`src/design/rap_pkg.sv`:
```
package rap_pkg;

  // argument count cap, never above what the 8-bit count field holds
  localparam int MAX_ARGS  = 255;
  localparam int COUNT_CAP = (MAX_ARGS > 255) ? 255 : MAX_ARGS;

  // length accumulator width and its widened form for the times-ten step
  localparam int LEN_WIDTH = 24;
  localparam int LEN_EXT_W = LEN_WIDTH + 4;
  localparam int CNT_EXT_W = 12;

  localparam logic [7:0] CHAR_STAR   = 8'h2A;
  localparam logic [7:0] CHAR_DOLLAR = 8'h24;
  localparam logic [7:0] CHAR_CR     = 8'd13;
  localparam logic [7:0] CHAR_LF     = 8'd10;
  localparam logic [7:0] CHAR_SPACE  = 8'h20;
  localparam logic [7:0] CHAR_ZERO   = 8'h30;
  localparam logic [7:0] CHAR_NINE   = 8'h39;

  typedef logic [LEN_WIDTH-1:0] len_t;

  typedef enum logic [1:0] {
    KIND_HEADER = 2'd0,
    KIND_DATA   = 2'd1,
    KIND_EMPTY  = 2'd2
  } rap_kind_t;

  typedef struct packed {
    rap_kind_t  kind;
    logic [7:0] arg_count;
    logic [7:0] data_byte;
    logic [7:0] arg_index;
    logic       last_in_arg;
    logic       last_in_message;
  } rap_result_t;

endpackage

```
`src/design/rap_ifs.sv`:
```
interface rap_in_if;
  logic       valid;
  logic       ready;
  logic [7:0] in_byte;

  modport source (output valid, output in_byte, input ready);
  modport sink   (input valid, input in_byte, output ready);
endinterface

interface rap_out_if;
  logic                 valid;
  logic                 ready;
  rap_pkg::rap_kind_t   kind;
  logic [7:0]           arg_count;
  logic [7:0]           data_byte;
  logic [7:0]           arg_index;
  logic                 last_in_arg;
  logic                 last_in_message;

  modport source (output valid, output kind, output arg_count, output data_byte,
                  output arg_index, output last_in_arg, output last_in_message,
                  input ready);
  modport sink   (input valid, input kind, input arg_count, input data_byte,
                  input arg_index, input last_in_arg, input last_in_message,
                  output ready);
endinterface

```
`src/design/resp_array_parser_unit.sv`:
```
// channel | dir | word                          | handshake
// in_ch   | in  | in_byte                       | valid/ready, taken when both high
// out_ch  | out | kind, arg_count, data_byte,   | valid/ready, taken when both high
//         |     | arg_index, last_in_arg,       |
//         |     | last_in_message               |
//
// one input word per cycle sustained while out_ch.ready stays high; a result's byte
// passes the input register, then the parser step into the result register
// the parser step is a single small state update per byte, no iteration
// rst_n is synchronous, active low; clears the parser state and both valid flags
// out_ch.ready low holds the result; one more byte waits in the input register,
// and in_ch.ready drops only when both registers are full and the result is not taken
module resp_array_parser_unit (
  input  logic          clk,
  input  logic          rst_n,
  rap_in_if.sink        in_ch,
  rap_out_if.source     out_ch
);

  // input register
  logic                 in_v_r;
  logic [7:0]           in_byte_r;

  // result register
  logic                 out_v_r;
  rap_pkg::rap_result_t out_r;

  // parser step
  logic                 advance;
  logic                 core_valid;
  rap_pkg::rap_result_t core_res;

  // the held byte moves on whenever the result register is free or being drained
  assign advance     = in_v_r && (!out_v_r || out_ch.ready);
  assign in_ch.ready = !in_v_r || advance;

  rap_core u_core (
    .clk         (clk),
    .rst_n       (rst_n),
    .step_i      (advance),
    .byte_i      (in_byte_r),
    .res_valid_o (core_valid),
    .res_o       (core_res)
  );

  // valid flags
  always_ff @(posedge clk) begin
    if (!rst_n) begin
      in_v_r  <= 1'b0;
      out_v_r <= 1'b0;
    end else begin
      if (in_ch.ready) begin
        in_v_r <= in_ch.valid;
      end
      // a step with no result still frees the slot if the old word was taken
      if (advance) begin
        out_v_r <= core_valid;
      end else if (out_ch.ready) begin
        out_v_r <= 1'b0;
      end
    end
  end

  // payload, no reset needed
  always_ff @(posedge clk) begin
    if (in_ch.valid && in_ch.ready) begin
      in_byte_r <= in_ch.in_byte;
    end
    if (advance && core_valid) begin
      out_r <= core_res;
    end
  end

  assign out_ch.valid           = out_v_r;
  assign out_ch.kind            = out_r.kind;
  assign out_ch.arg_count       = out_r.arg_count;
  assign out_ch.data_byte       = out_r.data_byte;
  assign out_ch.arg_index       = out_r.arg_index;
  assign out_ch.last_in_arg     = out_r.last_in_arg;
  assign out_ch.last_in_message = out_r.last_in_message;

  a_held_byte_kept: assert property (@(posedge clk) disable iff (!rst_n)
    (in_v_r && !advance) |=> (in_v_r && $stable(in_byte_r)))
    else $error("stalled input byte lost or changed");

  a_result_captured: assert property (@(posedge clk) disable iff (!rst_n)
    (advance && core_valid) |=> out_v_r)
    else $error("parser result not captured");

  a_result_held: assert property (@(posedge clk) disable iff (!rst_n)
    (out_v_r && !out_ch.ready) |=> (out_v_r && $stable(out_r)))
    else $error("stalled result word lost or changed");

endmodule

```
`src/design/rap_core.sv`:
```
module rap_core (
  input  logic                 clk,
  input  logic                 rst_n,
  input  logic                 step_i,
  input  logic [7:0]           byte_i,
  output logic                 res_valid_o,
  output rap_pkg::rap_result_t res_o
);

  typedef enum logic [2:0] {
    PH_WAIT_STAR   = 3'd0,
    PH_COUNT       = 3'd1,
    PH_SEEK_DOLLAR = 3'd2,
    PH_LEN         = 3'd3,
    PH_SKIP_WS     = 3'd4,
    PH_PAYLOAD     = 3'd5,
    PH_DISCARD     = 3'd6
  } phase_t;

  phase_t              phase_r, phase_nxt;
  logic [7:0]          arg_total_r, arg_total_nxt;
  logic [7:0]          args_done_r, args_done_nxt;
  rap_pkg::len_t       length_acc_r, length_acc_nxt;
  rap_pkg::len_t       bytes_left_r, bytes_left_nxt;

  logic                        is_digit;
  logic                        is_space;
  logic [7:0]                  digit_diff;
  logic [3:0]                  digit;
  logic [rap_pkg::CNT_EXT_W-1:0] cnt_ext;
  logic [rap_pkg::CNT_EXT_W-1:0] cnt_prod;
  logic [7:0]                  cnt_sat;
  logic [rap_pkg::LEN_EXT_W-1:0] len_ext;
  logic [rap_pkg::LEN_EXT_W-1:0] len_prod;
  rap_pkg::len_t               len_sat;
  logic                        last_arg;
  logic                        do_start;
  rap_pkg::len_t               len_dec;
  rap_pkg::len_t               left_dec;
  logic                        hit;
  rap_pkg::rap_result_t        res;

  // character classes and the saturating times-ten accumulators
  always_comb begin
    is_digit   = (byte_i >= rap_pkg::CHAR_ZERO) && (byte_i <= rap_pkg::CHAR_NINE);
    is_space   = (byte_i == rap_pkg::CHAR_CR) || (byte_i == rap_pkg::CHAR_LF) ||
                 (byte_i == rap_pkg::CHAR_SPACE);
    digit_diff = byte_i - rap_pkg::CHAR_ZERO;
    digit      = digit_diff[3:0];

    cnt_ext  = rap_pkg::CNT_EXT_W'(arg_total_r);
    cnt_prod = (cnt_ext << 3) + (cnt_ext << 1) + rap_pkg::CNT_EXT_W'(digit);
    cnt_sat  = (cnt_prod > rap_pkg::CNT_EXT_W'(rap_pkg::COUNT_CAP)) ?
               8'(rap_pkg::COUNT_CAP) : cnt_prod[7:0];

    len_ext  = rap_pkg::LEN_EXT_W'(length_acc_r);
    len_prod = (len_ext << 3) + (len_ext << 1) + rap_pkg::LEN_EXT_W'(digit);
    len_sat  = (len_prod[rap_pkg::LEN_EXT_W-1:rap_pkg::LEN_WIDTH] != '0) ?
               '1 : len_prod[rap_pkg::LEN_WIDTH-1:0];

    last_arg = ({1'b0, args_done_r} + 9'd1) >= {1'b0, arg_total_r};
    len_dec  = length_acc_r - rap_pkg::len_t'(1);
    left_dec = bytes_left_r - rap_pkg::len_t'(1);
  end

  always_comb begin
    phase_nxt      = phase_r;
    arg_total_nxt  = arg_total_r;
    args_done_nxt  = args_done_r;
    length_acc_nxt = length_acc_r;
    bytes_left_nxt = bytes_left_r;
    hit            = 1'b0;
    do_start       = 1'b0;
    res            = '0;

    unique case (phase_r)
      PH_WAIT_STAR: begin
        if (byte_i == rap_pkg::CHAR_STAR) begin
          arg_total_nxt = '0;
          args_done_nxt = '0;
          phase_nxt     = PH_COUNT;
        end
      end
      PH_COUNT: begin
        if (is_digit) begin
          arg_total_nxt = cnt_sat;
        end else begin
          // terminator is consumed whatever it is
          args_done_nxt = '0;
          hit           = 1'b1;
          res.kind      = rap_pkg::KIND_HEADER;
          res.arg_count = arg_total_r;
          if (arg_total_r == '0) begin
            res.last_in_message = 1'b1;
            phase_nxt           = PH_WAIT_STAR;
          end else begin
            phase_nxt = PH_SEEK_DOLLAR;
          end
        end
      end
      PH_SEEK_DOLLAR: begin
        if (byte_i == rap_pkg::CHAR_DOLLAR) begin
          length_acc_nxt = '0;
          phase_nxt      = PH_LEN;
        end
      end
      PH_LEN: begin
        if (is_digit) begin
          length_acc_nxt = len_sat;
        end else if (is_space) begin
          phase_nxt = PH_SKIP_WS;
        end else begin
          do_start = 1'b1;
        end
      end
      PH_SKIP_WS: begin
        if (!is_space) begin
          do_start = 1'b1;
        end
      end
      PH_PAYLOAD: begin
        hit            = 1'b1;
        res.kind       = rap_pkg::KIND_DATA;
        res.data_byte  = byte_i;
        res.arg_index  = args_done_r;
        bytes_left_nxt = left_dec;
        if (left_dec == '0) begin
          res.last_in_arg     = 1'b1;
          res.last_in_message = last_arg;
          phase_nxt           = PH_DISCARD;
        end
      end
      PH_DISCARD: begin
        args_done_nxt = args_done_r + 8'd1;
        phase_nxt     = last_arg ? PH_WAIT_STAR : PH_SEEK_DOLLAR;
      end
      default: begin
        phase_nxt = PH_WAIT_STAR;
      end
    endcase

    // first payload byte, or the empty marker for a zero length
    if (do_start) begin
      hit           = 1'b1;
      res.arg_index = args_done_r;
      if (length_acc_r == '0) begin
        res.kind            = rap_pkg::KIND_EMPTY;
        res.last_in_arg     = 1'b1;
        res.last_in_message = last_arg;
        args_done_nxt       = args_done_r + 8'd1;
        phase_nxt           = last_arg ? PH_WAIT_STAR : PH_SEEK_DOLLAR;
      end else begin
        res.kind       = rap_pkg::KIND_DATA;
        res.data_byte  = byte_i;
        bytes_left_nxt = len_dec;
        if (len_dec == '0) begin
          res.last_in_arg     = 1'b1;
          res.last_in_message = last_arg;
          phase_nxt           = PH_DISCARD;
        end else begin
          phase_nxt = PH_PAYLOAD;
        end
      end
    end
  end

  always_ff @(posedge clk) begin
    if (!rst_n) begin
      phase_r      <= PH_WAIT_STAR;
      arg_total_r  <= '0;
      args_done_r  <= '0;
      length_acc_r <= '0;
      bytes_left_r <= '0;
    end else if (step_i) begin
      phase_r      <= phase_nxt;
      arg_total_r  <= arg_total_nxt;
      args_done_r  <= args_done_nxt;
      length_acc_r <= length_acc_nxt;
      bytes_left_r <= bytes_left_nxt;
    end
  end

  assign res_valid_o = step_i && hit;
  assign res_o       = res;

  a_payload_has_bytes: assert property (@(posedge clk) disable iff (!rst_n)
    (phase_r == PH_PAYLOAD) |-> (bytes_left_r != '0))
    else $error("payload phase with no bytes left");

  a_index_in_range: assert property (@(posedge clk) disable iff (!rst_n)
    ((phase_r == PH_SEEK_DOLLAR) || (phase_r == PH_LEN) || (phase_r == PH_SKIP_WS) ||
     (phase_r == PH_PAYLOAD) || (phase_r == PH_DISCARD)) |-> (args_done_r < arg_total_r))
    else $error("argument index beyond announced count");

  a_count_starts_fresh: assert property (@(posedge clk) disable iff (!rst_n)
    (phase_r == PH_COUNT) |-> (args_done_r == '0))
    else $error("argument index not cleared while reading count");

endmodule
```
`src/flat_wrapper.sv`:
```
// flat-port wrapper written by rule: the top's interface ports become plain ports
module resp_array_parser_unit_flat 
  (clk, rst_n, in_ch_valid, in_ch_in_byte, in_ch_ready, out_ch_valid, out_ch_kind, out_ch_arg_count, out_ch_data_byte, out_ch_arg_index, out_ch_last_in_arg, out_ch_last_in_message, out_ch_ready);
  rap_in_if in_ch_i ();
  rap_out_if out_ch_i ();
  input  logic clk;
  input  logic rst_n;
  input wire logic [$bits(in_ch_i.valid)-1:0] in_ch_valid;
  input wire logic [$bits(in_ch_i.in_byte)-1:0] in_ch_in_byte;
  output wire logic [$bits(in_ch_i.ready)-1:0] in_ch_ready;
  output wire logic [$bits(out_ch_i.valid)-1:0] out_ch_valid;
  output wire logic [$bits(out_ch_i.kind)-1:0] out_ch_kind;
  output wire logic [$bits(out_ch_i.arg_count)-1:0] out_ch_arg_count;
  output wire logic [$bits(out_ch_i.data_byte)-1:0] out_ch_data_byte;
  output wire logic [$bits(out_ch_i.arg_index)-1:0] out_ch_arg_index;
  output wire logic [$bits(out_ch_i.last_in_arg)-1:0] out_ch_last_in_arg;
  output wire logic [$bits(out_ch_i.last_in_message)-1:0] out_ch_last_in_message;
  input wire logic [$bits(out_ch_i.ready)-1:0] out_ch_ready;
  assign in_ch_i.valid = in_ch_valid;
  assign in_ch_i.in_byte = in_ch_in_byte;
  assign in_ch_ready = in_ch_i.ready;
  assign out_ch_valid = out_ch_i.valid;
  assign out_ch_kind = out_ch_i.kind;
  assign out_ch_arg_count = out_ch_i.arg_count;
  assign out_ch_data_byte = out_ch_i.data_byte;
  assign out_ch_arg_index = out_ch_i.arg_index;
  assign out_ch_last_in_arg = out_ch_i.last_in_arg;
  assign out_ch_last_in_message = out_ch_i.last_in_message;
  assign out_ch_i.ready = out_ch_ready;
  resp_array_parser_unit u_core (.clk(clk), .rst_n(rst_n), .in_ch(in_ch_i), .out_ch(out_ch_i));
endmodule
```
`config.mk`:
```
export PLATFORM = sky130hd
export DESIGN_NAME = resp_array_parser_unit_flat
export DESIGN_NICKNAME = d
export VERILOG_FILES = /design/src/design/rap_pkg.sv /design/src/design/rap_ifs.sv /design/src/design/resp_array_parser_unit.sv /design/src/design/rap_core.sv /design/src/flat_wrapper.sv
export SDC_FILE = /design/constraint.sdc
export NUM_CORES = 1
export LEC_CHECK = 0
export BUFFER_PORTS_ARGS = -buffer_cell sky130_fd_sc_hd__buf_2
export CORE_MARGIN = 2
export CORE_UTILIZATION = 40
export CTS_CLUSTER_SIZE = 10
export DETAILED_ROUTE_END_ITERATION = 10
export SLEW_MARGIN = 20
export SYNTH_ARGS = -nofsm -noshare
export SYNTH_HDL_FRONTEND = slang
export SYNTH_SLANG_ARGS = --single-unit
export TNS_END_PERCENT = 1
```
`constraint.sdc`:
```
create_clock -name clk -period 6.87 [get_ports clk]
set_input_delay 0 -clock clk [delete_from_list [all_inputs] [get_ports clk]]
set_output_delay 0 -clock clk [all_outputs]
set_load 0.02 [all_outputs]
```
Word level (Yosys, flattened, before mapping)
Index checks and enable logic that the tools add are counted.
{"block": "totals", "output_inout_bits": 30, "in_bits": 12, "regBits": 105}
{"block": "classes", "reduce_logical": 24, "n_addsub": 9, "n_eq_ne": 22, "mux": 48, "bitwise": 1, "order_cmp": 4}
{"operator": "$mux W24", "count": 6}
{"operator": "$logic_not A24 Y1", "count": 3}
{"operator": "$mux W8", "count": 8}
{"operator": "$pmux W24 S2", "count": 1}
{"operator": "$sub A24 B1 Y24 const B", "count": 2}
{"operator": "$add A27 B25 Y28", "count": 1}
{"operator": "$add A28 B4 Y28", "count": 1}
{"operator": "$eq A8 B6 Y1 const B", "count": 3}
{"operator": "$mux W3", "count": 8}
{"operator": "$pmux W8 S3", "count": 1}
{"operator": "$pmux W3 S7", "count": 1}
{"operator": "$mux W18", "count": 1}
{"operator": "$ne A3 B3 Y1 const B", "count": 6}
{"operator": "$mux W17", "count": 1}
{"operator": "$eq A8 B4 Y1 const B", "count": 2}
{"operator": "$mux W2", "count": 8}
{"operator": "$pmux W8 S2", "count": 1}
{"operator": "$add A11 B9 Y12", "count": 1}
{"operator": "$add A12 B4 Y12", "count": 1}
{"operator": "$gt A12 B8 Y1 const B", "count": 1}
{"operator": "$ne A2 B2 Y1 const B", "count": 5}
{"operator": "$add A8 B1 Y9 const B", "count": 1}
{"operator": "$eq A3 B3 Y1 const B", "count": 3}
{"operator": "$ge A9 B8 Y1", "count": 1}
{"operator": "other kinds (20)", "count": 41}

Depth between registers and ports, before layout
Gate-level depths: netlist of run 1.
{"block": "logic_depth", "depth_word": 9, "ltp_mapped": 14}

Hierarchy
From an unflattened synthesis of run 1, not the netlist that was laid out.
{"block": "unflattened", "hier_cells": 927, "area_unflattened_um2": 7952.6}
{"module": "rap_core", "cells_per_inst": 878, "area_per_inst_um2": 6759.0, "instances": 1}
{"module": "resp_array_parser_unit", "cells_per_inst": 49, "area_per_inst_um2": 1193.6, "instances": 1}

Worst setup path before layout of run 1
Ideal clock, no wire load.
{"block": "synth_path", "kind": "register -> register", "from": "reg u_core.u_core.length_acc_r[2]", "to": "reg u_core.u_core.length_acc_r[10]", "synth_period_minus_slack_ns": 3.618, "path_buffers": 2, "t_required_ns": 6.748, "setup_time_ns": 0.122, "path_stages_with_launch": 15, "slack_ns": 3.252, "arrival_time_ns": 3.496, "path_cell_list": "dfxtp_1 -> buf_2 -> inv_1 -> fa_1 -> inv_1 -> fa_1 -> a211o_1 -> nand2_1 -> o211a_1 -> o21bai_1 -> a2111oi_0 -> o311ai_0 -> o31a_1 -> clkbuf_1 -> a221o_1"}
{"block": "synth_between", "elab_chain_cells": 6}
{"element": "from (decl)", "line_no": "rap_core.sv:23", "rtl": "rap_pkg::len_t length_acc_r, length_acc_nxt;"}
{"element": "from (signal assigned)", "line_no": "rap_core.sv:178", "rtl": "length_acc_r <= length_acc_nxt;"}
{"element": "$add A27 B25 Y28 *", "line_no": "rap_core.sv:57", "rtl": "len_prod = (len_ext << 3) + (len_ext << 1) + rap_pkg::LEN_EXT_W'(digit);"}
{"element": "$add A28 B4 Y28 *", "line_no": "rap_core.sv:57"}
{"element": "$reduce_bool A4 Y1", "line_no": "rap_core.sv:58", "rtl": "len_sat = (len_prod[rap_pkg::LEN_EXT_W-1:rap_pkg::LEN_WIDTH] != '0) ?"}
{"element": "$mux W24 *", "line_no": "rap_core.sv:58"}
{"element": "$mux W24 *", "line_no": "rap_core.sv:108", "rtl": "if (is_digit) begin"}
{"element": "$pmux W24 S2 *", "line_no": "rap_core.sv:76", "rtl": "unique case (phase_r)"}
Every way passes the cells marked *; elsewhere a longest branch is shown, timed or not. The select of a mux whose other input is x is not followed.
A chain may end at the register's enable or synchronous reset.

Final worst setup path of run 1
{"block": "layout_path", "from": "reg u_core.u_core.length_acc_r[2]", "to": "reg u_core.u_core.length_acc_r[0]"}
{"block": "layout_between", "elab_chain_cells": 6}
{"element": "$add A27 B25 Y28", "line_no": "rap_core.sv:57"}
{"element": "$add A28 B4 Y28", "line_no": "rap_core.sv:57"}
{"element": "$reduce_bool A4 Y1", "line_no": "rap_core.sv:58"}
{"element": "$mux W24", "line_no": "rap_core.sv:58"}
{"element": "$mux W24", "line_no": "rap_core.sv:108"}
{"element": "$pmux W24 S2", "line_no": "rap_core.sv:76"}
Every way passes these cells. The select of a mux whose other input is x is not followed.

==> reports/qor.txt, run 1 <==
Avg Synthesized Cell Area = 8.693 um2
Die X = 143.5 um
htree depth = 3
mapped cell area = 7789 um2
DP HPWL = 14.74 mm
Flop pwr share = 0.541
Max Clock Freq = 243.0 MHz
total clock buffers created by CTS = 9
combinational share of power = 0.029
Multi-input gate area = 5052 um2
RSZ-0062 raised after global routing = no
crit-path max FO = 24
clock tree buffer depth = 2
Placed Instances = 1163
worst-skew pair later-pin latency = 370 ps
setup slack after layout = 2754 ps
Max Cap Viol = 0
Post-CTS Setup Bufs = 0
clock transition at the registers of the reported paths = 80 ps
Min Hold Slack = 20.24 ps
diode count = 0
Slew @ Worst Pin = 1069 ps
sw frac = 0.2397
VDD IR max = 121.6 uV
setup_tns = 0 ps
post-synthesis register bit count = 105
fin. max-slew vios = 0
largest net degree at the start of global routing = 41
die area = 20600 um2
WP data required = 7130 ps
Initial Util = 0.4042
critical path type = flop to flop
Psw = 288.1 uW
Pre-antenna DRT Iters = 5
Pint = 913.7 uW
met3 WL post-DR = 949 um
Total GRT Usage = 0.1971
Non-Filler Instances = 1189
EDFF count, synth = 36
initial antenna violation count = 0
max_slew headroom = 0.2848
static leakage = 0.003743 uW
DR iter-0 viols = 475
Worst Setup End Kind = flop
run status = finished, final reports clean
unique cell type count in the Yosys netlist = 78
CP Launch Type = flop
vias in the first global route = 6456
power per cell area = 139.9 nW/um2
Top FF cell, synth = dfxtp_1
core area = 19270 um2
vias = 6807
# rows = 51
Placer Congestion = 0.9061
yosys warns = 0
crit path DAT = 4370 ps
gr ovfl total = 0
vias per cell = 5.725
Post-Route Skew = 13.50 ps
final hold violations = 0
die height = 143.5 um
I/O pins = 42
fillers = 1904
register area share after synthesis = 0.3161
master cell of the clock root buffer = clkbuf_16
Port Buffers = 41
Final #Nets = 1010
Routed WL = 20.06 mm
asr flop ratio synth = 0
fin crit share = 0.5991
DR WL/cell = 16.87 um
Seq. cell area = 2462 um2
Hold/Removal Path Class = input pin to flop
DR top layer = met4
M1 WL = 9.553 mm
Num Clock Sinks = 105
min Tclk post-route = 4116 ps
Routed Antenna Nets = 0
fraction of final layout cells sized beyond drive strength 1 = 0.09091
wire length on met2 = 9.193 mm
first-pass GRT wire length = 32.76 mm
Synth Instances = 896
Clock Power Share = 0.430
pre-CTS setup slack = 2749 ps
syn_nets = 987
post-layout util = 0.4459
DR DRC count = 0
TritonCTS clock tree = done
P&R area growth vs syn = 10.31%
final setup fails = 0
## cells by family (layout without fill, tap and decap cells)
kind of cell / after synthesis / after routing / share of synthesized area
muxes: 4 / 4 / 0.005141
DFF: 105 / 105 / 0.3161
adders and majority gates: 79 / 79 / 0.1308
buffers and inverters: 73 / 101 / 0.03711
xor gates and xnor gates: 61 / 61 / 0.06859
and+or+nand+nor: 323 / 323 / 0.2196
AOI/OAI and AO/OA: 251 / 251 / 0.2227
## registers in the layout (all words and copies together) (netlist names)
name and cells:
u_core.u_core.bytes_left_r 24, u_core.u_core.length_acc_r 24, u_core.in_byte_r 8, u_core.out_ch.arg_count 8
u_core.out_ch.arg_index 8, u_core.out_ch.data_byte 8, u_core.u_core.arg_total_r 8, u_core.u_core.args_done_r 8
u_core.u_core.phase_r 3, u_core.out_ch.kind 2, u_core.in_v_r 1, u_core.out_ch.last_in_arg 1
u_core.out_ch.last_in_message 1, u_core.out_ch.valid 1
## synthesized netlist by cell type (4+ instances only)
library cell	n	area [um2]
o21ai_0	45	225.2
a211oi_1	4	30.03
nor2_1	82	307.8
a21oi_1	63	315.3
ha_1	75	938.4
nand4_1	7	43.79
nand3_1	27	135.1
nor4b_1	5	43.79
a32oi_1	4	35.03
fa_1	4	80.08
nor3_1	19	95.09
or4_1	4	30.03
or2_2	4	25.02
dfxtp_1	69	1381
a22oi_1	13	97.59
o21a_1	12	90.09
nand4b_1	5	43.79
nor4_1	16	100.1
or3_1	11	68.82
inv_1	30	112.6
nor2b_1	11	68.82
o211ai_1	4	30.03
and4_1	4	35.03
o22ai_1	14	87.58
a31oi_1	10	62.56
nand2b_1	6	37.54
a221o_1	24	240.2
nand3b_1	8	60.06
xor2_1	25	219.0
a21o_1	10	75.07
xnor2_1	36	315.3
a21boi_0	4	30.03
and3_1	7	43.79
o31ai_1	6	45.04
edfxtp_1	36	1081
and2_1	20	125.1
mux2i_1	4	40.04
nand2_1	68	255.2
clkbuf_1	36	135.1
## placed cells by master (no fill, tap or decap), drive strengths merged, types with 11 or more instances in the layout
| cell type | netlist | final |
|---|---|---|
| a221o | 24 | 24 |
| nor2b | 11 | 11 |
| nor3 | 20 | 20 |
| buf | 6 | 45 |
| nor2 | 82 | 82 |
| ha | 75 | 75 |
| xor2 | 25 | 25 |
| a21oi | 64 | 64 |
| and2 | 21 | 21 |
| dfxtp | 69 | 69 |
| nand2 | 68 | 68 |
| o22ai | 14 | 14 |
| o21a | 12 | 12 |
| nor4 | 18 | 18 |
| edfxtp | 36 | 36 |
| inv | 30 | 34 |
| xnor2 | 36 | 36 |
| nand3 | 27 | 27 |
| a22oi | 13 | 13 |
| o21ai | 48 | 48 |
| or3 | 12 | 12 |
## final cells by class
cell class	count	area share
Inverter	30	0.01311
Timing Repair Buffer	55	0.03903
Multi-Input combinational cell	718	0.5880
Clock buffer	9	0.02621
Tap cell	265	0.03859
Sequential cell	105	0.2866
Clock inverter	7	0.008446
## worst max-delay path, stage by stage, from the launching register on
cell and delay [ps]:
dfxtp_1 540, inv_1 110, fa_1 520, inv_1 70, fa_1 480, a211o_1 330
nand2_1 120, o211a_1 180, o21bai_1 150, a2111oi_0 360, o311ai_0 190, o31a_1 560
a221o_1 380
## stage by stage
| step | total power, uW | instance area (um2) |
|---|---|---|
| final | 1202 | 8592 |
| after global routing | 1238 | 8592 |
| after CTS | 1216 | 8586 |
| after detailed placement | 694.0 | 8188 |
| after global placement | 693.7 | 8188 |
| after floorplan | 681.4 | 7789 |
## final timing paths
kind | startpoint | endpoint | slack, ps | depth (start not counted)
worst max-delay path | u_core.u_core.length_acc_r[2] | u_core.u_core.length_acc_r[0] | 2750 | 12
worst min-delay path | rst_n | u_core.u_core.bytes_left_r[8] | 20 | 2
worst max register to register | u_core.u_core.length_acc_r[2] | u_core.u_core.length_acc_r[0] | 2750 | 12
worst min register to register | u_core.u_core.arg_total_r[7] | u_core.u_core.arg_total_r[7] | 510 | 2
## routing by layer
| metal | GRT usage | vias to the layer above |
|---|---|---|
| li1 | - | 3413 |
| met1 | 0.2702 | 3217 |
| met2 | 0.3178 | 150 |
| met3 | 0.03399 | 27 |
| met4 | 0.05882 | 0 |
| met5 | 0 | - |
## power groups by stage
stage                     logic, uW  registers [uW]  clock network, uW
after floorplan                19.5             662                  0
after global placement         29.6             664                  0
after detailed placement       29.6             664                  0
after CTS                      34.3             650                532
after global routing           37.8             651                549
final                          34.5             650                517
## what timing repair did
action / 4_1_cts / 5_1_grt
endpoints found under the hold margin: 9 / 0
hold buffers: 10 / 0
gates resized for setup: 0 / 0
setup endpoints to repair: 0 / 0
No activity file was read; power rests on OpenSTA's default activity.
==> run 2: changes to the inputs <==
==> constraint.sdc (replaced) <==
create_clock -name clk -period 4.3 [get_ports clk]
set_input_delay 0 -clock clk [delete_from_list [all_inputs] [get_ports clk]]
set_output_delay 0 -clock clk [all_outputs]
set_load 0.02 [all_outputs]
==> run 2 against run 1 <==
  * Worst setup slack lost 2600 ps
  * Final area rose by 0.87%
  * Maximum frequency down 0.24%
  * Sequential power up 60%
  * Clock skew is 3.3 ps lower
==> reports/qor.txt, run 2 (synthesized netlist as in run 1, its figures left out) <==
run status = finished, final reports clean
Pre-antenna DRT Iters = 5 (unchanged)
vias per cell = 5.710 (-0.27%)
Max Clock Freq = 242.4 MHz (-0.24%)
sw frac = 0.2378 (-0.001967)
final hold violations = 0 (unchanged)
DR WL/cell = 16.87 um (about the same)
Hold/Removal Path Class = input pin to flop
biggest regs = u_core.u_core.bytes_left_r (24), u_core.u_core.length_acc_r (24)
critical path's largest stage delay = 570 ps (about the same)
P&R area growth vs syn = 11.28%
fin. max-slew vios = 0 (unchanged)
worst path cell trace = inv_1 > fa_1 > inv_1 > fa_1 > a211o_1 > nand2_1 > o211a_1 > o21bai_1 > a2111oi_0 > o311ai_0 > o31a_1 > buf_4 > a221o_1
DP HPWL = 14.90 mm (+1.1%)
crit-path max FO = 24 (unchanged)
I/O pins = 42 (unchanged)
Flop pwr share = 0.542 (about the same)
max_slew headroom = 0.3738 (+0.08898)
Pint = 1460 uW (+60%)
initial antenna violation count = 0 (unchanged)
CP startpoint = u_core.u_core.length_acc_r[0]
first-pass GRT wire length = 32.44 mm (-0.97%)
worst-skew pair later-pin latency = 360 ps (about the same)
Non-Filler Instances = 1199 (+0.84%)
Routed WL = 20.23 mm (+0.87%)
Port Buffers = 41 (unchanged)
commonest cells after routing, fill and taps aside = nor2_1 (81), ha_1 (75), dfxtp_1 (69)
combinational share of power = 0.029 (about the same)
Clock Power Share = 0.428 (-0.002)
vias in the first global route = 6320 (-2.1%)
post-cts resize count = 0 (unchanged)
die height = 143.5 um (unchanged)
TritonCTS clock tree = done
Num Clock Sinks = 105 (unchanged)
Die X = 143.5 um (unchanged)
setup_tns = 0 ps (unchanged)
clock tree buffer depth = 2 (unchanged)
static leakage = 0.003794 uW (+1.4%)
Routed Antenna Nets = 0 (unchanged)
DR iter-0 viols = 467 (-1.7%)
die area = 20600 um2 (unchanged)
fraction of final layout cells sized beyond drive strength 1 = 0.1006 (+0.009733)
CP endpoint = u_core.u_core.length_acc_r[15]
Worst Setup End Kind = flop
Final #Nets = 1020 (+0.99%)
power per cell area = 221.0 nW/um2 (+58%)
final setup fails = 0 (unchanged)
clock transition at the registers of the reported paths = 80 ps (about the same)
Total GRT Usage = 0.1952 (-0.001863)
crit path DAT = 4370 ps (about the same)
master cell of the clock root buffer = clkbuf_16
reg2reg end = u_core.u_core.length_acc_r[15]
total clock buffers created by CTS = 9 (unchanged)
gr ovfl total = 0 (unchanged)
commonest non-fill, non-tap cell in the layout = nor2_1
RSZ-0062 raised after global routing = no
worst-case reg-to-reg path depth = 13 (+1)
htree depth = 3 (unchanged)
core area = 19270 um2 (unchanged)
Post-Route Skew = 10.22 ps (-3.279 ps)
WP data required = 4540 ps (-2590 ps)
Reg2Reg Setup Slack = 170 ps (-2580 ps)
DR DRC count = 0 (unchanged)
largest net degree at the start of global routing = 40 (-2.4%)
Critical-path top delay cell = fa_1
Placer Congestion = 0.9133 (+0.79%)
Initial Util = 0.4042 (unchanged)
critical path type = flop to flop
# rows = 51 (unchanged)
VDD IR max = 151.0 uV (+24%)
CP Launch Type = flop
diode count = 0 (unchanged)
Psw = 455.4 uW (+58%)
min Tclk post-route = 4126 ps (+9.919 ps)
reg2reg start = u_core.u_core.length_acc_r[0]
Slew @ Worst Pin = 939.4 ps (-129.5 ps)
fin crit share = 0.9595 (+0.3604)
Max Cap Viol = 0 (unchanged)
vias = 6846 (+0.57%)
Placed Instances = 1173 (+0.86%)
==> run 2: power groups by stage <==
stage          Combinational, uW  Clock, uW  Sequential, uW
2_1_floorplan               31.1          0            1060
5_1_grt                     61.0        876            1040
3_3_place_gp                47.6          0            1060
6_report                    55.9        821            1040
3_5_place_dp                47.9          0            1060
4_1_cts                     55.5        842            1040
==> run 2: worst min-delay path by stage <==
| stage | from | to | slack (ps) | depth (start not counted) |
|---|---|---|---|---|
| after detailed placement | in_ch_in_byte[5] | u_core.in_byte_r[5] | 180 | 1 |
| after floorplan | in_ch_in_byte[0] | u_core.in_byte_r[0] | 100 | 0 |
| final | rst_n | u_core.u_core.bytes_left_r[8] | 20 | 2 |
| after global placement | in_ch_in_byte[7] | u_core.in_byte_r[7] | 180 | 1 |
| after global routing | rst_n | u_core.u_core.bytes_left_r[8] | 30 | 2 |
| after CTS | rst_n | u_core.u_core.bytes_left_r[8] | 10 | 2 |
==> run 2: layout make-up <==
cell class | count | area [um2]
inverters | 30 | 112.6
well taps | 265 | 331.6
fillers | 1962 | 10600
clock buffers | 9 | 225.2
clock inverters | 7 | 72.57
multi-input cells | 718 | 5052
repair buffers | 65 | 410.4
flip-flops and latches | 105 | 2462
==> run 2: routing by layer <==
layer,share of wire,GRT usage,vias up
met5,0,0,-
met4,0.015,0.04386,0
met3,0.045,0.03366,19
met2,0.46,0.3150,163
met1,0.48,0.2732,3230
li1,-,-,3434
==> run 2: stage by stage <==
step	cell area (um2)	util	power, uW	setup WS, ps	hold WS, ps
after floorplan	7789	-	1089	681.8	98.87
after global placement	8263	0.4288	1109	365.3	177.0
after detailed placement	8263	0.4288	1110	335.1	180.5
after CTS	8661	0.4494	1936	278.2	11.55
after global routing	8667	0.4497	1978	97.76	29.38
final	8667	0.4497	1915	174.0	23.52
==> run 2: worst max-delay path, delay by kind of cell (launching register included) <==
kind | cells | cell delay (ps)
AOI/OAI and AO/OA | 7 | 1960
adders and majority gates | 2 | 1040
DFF | 1 | 460
buffers and inverters | 3 | 440
and+or+nand+nor | 1 | 110
==> run 2: what timing repair did <==
action / 4_1_cts / 5_1_grt
endpoints found under the setup margin: 0 / 0
buffers inserted: 0 / 0
endpoints found under the hold margin: 9 / 0
hold buffers: 10 / 0
